## src/hdl/pwg_div.sv

```systemverilog
// ----------------------------------------------------------------------------
// pwg_div
// pipelined restoring divider, one quotient bit per register stage
// ----------------------------------------------------------------------------
module pwg_div #(
   parameter int DEN_W  = 32,
   parameter int Q_W    = 32,
   parameter int SIDE_W = 1
) (
   input  logic              clock,
   input  logic              reset,
   input  logic              en,
   input  logic              in_valid,
   input  logic [DEN_W-1:0]  dvd_hi,
   input  logic [Q_W-1:0]    dvd_lo,
   input  logic [DEN_W-1:0]  den,
   input  logic [SIDE_W-1:0] side,
   output logic              out_valid,
   output logic [Q_W-1:0]    quot,
   output logic [DEN_W-1:0]  rem,
   output logic [SIDE_W-1:0] side_out
);

   // index 0 is the input, index s is the output of step s
   logic              vld_ff  [Q_W+1];
   logic [DEN_W-1:0]  rem_ff  [Q_W+1];
   logic [Q_W-1:0]    shf_ff  [Q_W+1];
   logic [DEN_W-1:0]  den_ff  [Q_W+1];
   logic [SIDE_W-1:0] side_ff [Q_W+1];

   always_comb begin
      vld_ff[0]  = in_valid;
      rem_ff[0]  = dvd_hi;
      shf_ff[0]  = dvd_lo;
      den_ff[0]  = den;
      side_ff[0] = side;
   end

   for (genvar s = 1; s <= Q_W; s++) begin : g_step
      logic [DEN_W:0]   trial;
      logic             take;
      logic [DEN_W-1:0] rem_in;
      logic [Q_W-1:0]   shf_in;

      always_comb begin
         trial  = {rem_ff[s-1], shf_ff[s-1][Q_W-1]} - {1'b0, den_ff[s-1]};
         take   = !trial[DEN_W];
         rem_in = take ? trial[DEN_W-1:0]
                       : {rem_ff[s-1][DEN_W-2:0], shf_ff[s-1][Q_W-1]};
         shf_in = {shf_ff[s-1][Q_W-2:0], take};
      end

      always_ff @(posedge clock) begin
         if (reset) begin
            vld_ff[s] <= 1'b0;
         end else if (en) begin
            vld_ff[s] <= vld_ff[s-1];
         end
      end

      always_ff @(posedge clock) begin
         if (en) begin
            rem_ff[s]  <= rem_in;
            shf_ff[s]  <= shf_in;
            den_ff[s]  <= den_ff[s-1];
            side_ff[s] <= side_ff[s-1];
         end
      end
   end

   assign out_valid = vld_ff[Q_W];
   assign quot      = shf_ff[Q_W];
   assign rem       = rem_ff[Q_W];
   assign side_out  = side_ff[Q_W];

endmodule

```

## config.mk

```make
export PLATFORM = sky130hd
export DESIGN_NAME = pwg_div
export DESIGN_NICKNAME = d
export VERILOG_FILES = /design/src/hdl/pwg_div.sv
export SDC_FILE = /design/constraint.sdc
export NUM_CORES = 2
export LEC_CHECK = 0
export BUFFER_PORTS_ARGS = -buffer_cell sky130_fd_sc_hd__buf_2
export CORE_MARGIN = 5
export CORE_UTILIZATION = 59
export CTS_BUF_LIST = sky130_fd_sc_hd__clkbuf_8
export DETAILED_ROUTE_END_ITERATION = 7
export PLACE_DENSITY = 0.75
export REMOVE_ABC_BUFFERS = 1
export SLEW_MARGIN = 20
export SYNTH_ARGS = -nofsm -noshare
export SYNTH_HDL_FRONTEND = slang
export SYNTH_SLANG_ARGS = --single-unit
export TNS_END_PERCENT = 5
```

## constraint.sdc

```tcl
create_clock -name clock -period 5.36 [get_ports clock]
set_input_delay 0.536 -clock clock [delete_from_list [all_inputs] [get_ports clock]]
set_output_delay 0.536 -clock clock [all_outputs]
set_load 0.02 [all_outputs]
```

After elaboration in Yosys (flattened, before gate mapping)
Cells that the tools add are included.
{ "totals": {"regBits": 3104, "input_bits": 101, "out_inout_bits": 66, "elab_cells": 255} }
{ "classes": {"addsub": 32, "mux": 32, "n_reduce_logical": 32} }
{ "ops": {"columns": ["cell", "n"], "rows": [
  ["$sub 33x32->33", 32],
  ["$mux 32", 32],
  ["$logic_not 1->1", 32]
]} }

Depth between registers and ports, before layout
{ "depth": {"word_depth": 2, "mapped_depth": 15, "mapped_depth_nobuf": 14} }

Worst setup path before layout
No wires, ideal clock.
{ "synth_path": {"path_kind": "input to register", "from": "input port dvd_lo[31]", "to": "register rem_ff[1000] in the netlist's numbering, data pin", "arrival_time_ns": 3.679, "t_required_ns": 5.100, "slack_ns": 1.421, "stages": 14, "n_path_buf": 1, "cell_sequence": "inv_1 -> ha_1 -> fa_1 -> nand2b_1 -> a21oi_1 -> a21oi_1 -> a31oi_1 -> o21ai_1 -> o31a_1 -> o31ai_1 -> a21oi_1 -> xnor2_1 -> clkbuf_1 -> mux2_2"} }
{ "synth_between": {"elab_chain_cells": 2} }
{ "synth_rtl": {"columns": ["item", "line", "text"], "rows": [
  ["start, declared", "15", "input logic [Q_W-1:0] dvd_lo,"],
  ["$sub 33x32->33", "46", "trial = {rem_ff[s-1], shf_ff[s-1][Q_W-1]} - {1'b0, den_ff[s-1]};"],
  ["$mux 32", "48", "rem_in = take ? trial[DEN_W-1:0]"],
  ["via g_step[1].rem_in[8]", "42", "logic [DEN_W-1:0] rem_in;"],
  ["end signal, assigned by index", "63", "rem_ff[s] <= rem_in;"],
  ["end, declared", "26", "logic [DEN_W-1:0] rem_ff [Q_W+1];"]
]} }
The timed path passes the listed nets, and every way through them passes these cells.
A chain may end at the register's enable or synchronous reset.

Worst setup path in the final report
{ "layout_path": {"from": "register rem_ff[144] in the netlist's numbering", "to": "register rem_ff[99] in the netlist's numbering, data pin"} }
{ "layout_between": {"elab_chain_cells": 2} }
{ "layout_rtl": {"columns": ["item", "line"], "rows": [
  ["$sub 33x32->33", "46"],
  ["$mux 32", "48"],
  ["via g_step[29].rem_in[3]", "42"]
]} }
The timed path passes the listed nets, and every way through them passes these cells.

==> results.py <==
metrics = {
    "clock_tree": {
        "post_cts_resize_count": 0,
        "cts_tree": "built",
        "clkSlewWorstSetupHoldPaths_ns": 0.05,
        "cts_root_buf": "clkbuf_8",
        "cts_made_buffers": 531,
        "h-tree-depth": 6,
        "clkLatencyLatePin_ns": 1.17,
        "clock_sinks": 3104,
        "clk_path_buf_depth": 4,
    },
    "timing": {
        "max_slew_margin_pct": 26.65,
        "setup_tns_ns": 0,
        "max_slew.worst_pin.slew_ns": 1.100,
        "post-route-period-util_pct": 88.33,
        "hold_viol": 0,
        "final_max_slew_viol_count": 0,
        "skew_ns": 0.07748,
        "finalSetupViolCount": 0,
        "grt_setup_unrepaired": "false",
        "max_freq_ghz": 0.2112,
        "fin_crit_ns": 4.734,
        "whs_ns": 0.1310,
    },
    "cells_and_area": {
        "fillers": 19896,
        "drive_gt1_share_pct": 13.67,
        "synthToLayoutAreaGrowth_pct": 10.12,
        "final_nets": 14597,
    },
    "detailed_routing": {
        "viasPerCell": 5.884,
        "drt_iter0_markers": 8268,
        "drc": 0,
        "totalWireLength_um": 349600,
        "dr.pass1.iters": 6,
        "ant_nets": 0,
        "via_count": 102609,
        "wire_per_inst_um": 20.05,
    },
    "yosys": {
        "syn_area_per_cell_um2": 12.52,
        "async_flop_share_pct": 0,
        "seq_area_frac_synth_pct": 57.52,
        "yosysTopAreaCell": "edfxtp_1",
        "ys_ff_latch": 3104,
        "yosys-top-cells-area": "edfxtp_1 57%, ha_1 7.9%, mux2_2 5.6%",
        "ys_warn_count": 0,
        "synth_area_mm2": 0.1615,
        "synth_top_area_share_pct": 57.13,
        "yosysUniqueCellTypes": 85,
        "synthCells": 12893,
        "synth_ff_type": "edfxtp_1",
        "synth_edf_count": 3072,
        "yosysMostFrequentCell": "edfxtp_1",
        "synth_common_cells": "3,072 x edfxtp_1, 1,247 x inv_1, 1,024 x ha_1, 952 x a21oi_1, 797 x mux2_2",
    },
    "power": {
        "ir_drop_uv": 375.0,
        "p_sw_share_pct": 37.46,
        "intPower_w": 0.07090,
        "design_power_total_w": 0.1134,
        "combPwrFrac_pct": 47.4,
        "p_switching_w": 0.04247,
        "p_clk_share_pct": 17.8,
        "power_frac_seq_pct": 34.8,
        "power.density_mw_per_mm2": 637.5,
        "p_leak_nw": 72.66,
    },
    "grt": {
        "grt_max_degree": 170,
        "track_usage_pct": 23.95,
        "grt_pass1_vias": 102917,
        "grt_overflow": 0,
        "grt_pass1_wl_um": 555000,
        "antenna_found_initial": 5,
    },
    "placed_design": {
        "dp_hpwl_um": 250700,
        "gp_congestion": 0.9376,
        "port_buffers": 166,
    },
    "floorplan": {
        "ioPinCount": 167,
        "start_util_pct": 59.12,
        "die_x_um": 533.2,
        "die-area_mm2": 0.2843,
        "die_y_um": 533.2,
        "core_area_mm2": 0.2731,
        "rows": 192,
    },
    "setup_path": {
        "slowest_delay_ns": 0.86,
        "arrival_ns": 5.58,
        "crit_slowest_cell": "a2111oi_0",
        "crit_type": "reg -> reg",
        "worst_setup_path_end_kind": "flop",
        "path_cells": "ha_1, and2_1, nor2b_1, nand3_1, a2111oi_0, or3b_1, o31a_1, a211o_1, a21oi_2, xor2_4, buf_4, mux2_2",
        "critPathMaxFanout": 33,
        "start_kind": "flop",
        "cp.required_ns": 6.21,
    },
    "run_status": {
        "status": "complete, no violations",
    },
    "job": {
        "maxCapViolCount": 0,
    },
    "worst_hold_path": {
        "min_path_type": "in -> reg",
    },
}
-- layout make-up --
cell class,count,area (um^2),share of cell area [%]
antenna,2,5.005,0.002814
clock buffer,545,7501,4.218
timing repair buffer,417,3388,1.905
clock inverter,396,2439,1.371
sequential,3104,92890,52.24
tap,3589,4491,2.525
inverter,1248,4684,2.634
multi-input combinational,8138,62430,35.11
-- logic make-up (layout without fill, tap and decap cells) --
family          Yosys count  in the layout  share of synthesized area (%)
fa+ha+maj              1056           1056                          8.331
xor+xnor                897            897                          4.870
other cells               0              2                              0
buf+inv                1651           2606                          4.048
compound gates         3097           3097                          12.31
flops                  3104           3104                          57.52
simple gates           2146           2146                          6.442
mux                     942            942                          6.478
-- power by group through the flow --
stage | Clock (W) | Combinational [W] | Sequential (W)
6_report | 0.0202 | 0.0538 | 0.0394
3_3_place_gp | 0 | 0.0513 | 0.0398
2_1_floorplan | 0 | 0.0412 | 0.0379
4_1_cts | 0.0208 | 0.0533 | 0.0394
5_1_grt | 0.0220 | 0.0589 | 0.0398
3_5_place_dp | 0 | 0.0527 | 0.0398
-- critical path, delay by kind of cell (launching register included) --
kind                       cells  cell delay, ns
adders and majority gates      1            0.47
AOI/OAI and AO/OA              4            1.36
and+or+nand+nor                4            1.26
xor gates and xnor gates       1            0.12
buffers and inverters          1            0.44
muxes                          1            0.40
DFF                            1            0.39
-- sequential cells by signal, indices dropped and copies added (netlist names) --
signal         count
rem_ff           992
side_ff           31
shf_ff            31
out_valid          1
side_out           1
quot              32
g_step.shf_in    961
den_ff           992
rem               32
vld_ff            31
-- routing by layer --
layer | wire length, um | track usage, % | vias to the layer above | share of wire, %
li1 | - | - | 49020 | -
met4 | 12370 | 8.836 | 0 | 3.5
met3 | 17760 | 3.089 | 808 | 5.1
met5 | 0 | 0 | - | 0
met1 | 151300 | 31.80 | 49657 | 43
met2 | 168200 | 40.60 | 3124 | 48
-- worst paths after layout --
check	startpoint	cells after the start	endpoint	slack, ns
worst max-delay path	rem_ff[144]	12	rem_ff[99]	0.63
worst max register to register	rem_ff[144]	12	rem_ff[99]	0.63
worst min-delay path	dvd_lo[0]	2	g_step[2].shf_in[2]	0.13
worst min register to register	g_step[15].shf_in[30]	0	g_step[16].shf_in[31]	0.39
-- cell usage in the layout (no fill, tap or decap), types with 147 or more instances in the layout --
master	netlist	final
edfxtp_1	3072	3072
inv_1	1247	1384
ha_1	1024	1024
a21oi_1	952	952
mux2_2	797	797
nand2_1	594	594
o21ai_0	588	588
nor2_1	550	550
clkbuf_8	0	545
a21o_1	543	543
xnor2_1	554	542
xor2_1	342	331
nand3_1	201	201
buf_2	62	165
o21a_1	147	147
-- timing repair --
| item | 4_1_cts | 5_1_grt |
|---|---|---|
| endpoints found under the hold margin | 154 | 0 |
| setup buffers | 0 | 0 |
| hold buffers | 133 | 0 |
-- metrics by stage --
| stage | setup WS [ns] | cells | util [%] | instance area [um^2] |
|---|---|---|---|---|
| final | 0.6256 | 17439 | 65.11 | 177800 |
| after global routing | 0.3019 | 17439 | 65.11 | 177800 |
| after CTS | 0.6909 | 17437 | 65.10 | 177800 |
| after detailed placement | 0.7358 | 16363 | 60.98 | 166600 |
| after global placement | 0.7708 | 16363 | 60.98 | 166600 |
| after floorplan | -0.2081 | 12490 | - | 159600 |
No activity file was read; power rests on OpenSTA's default activity.
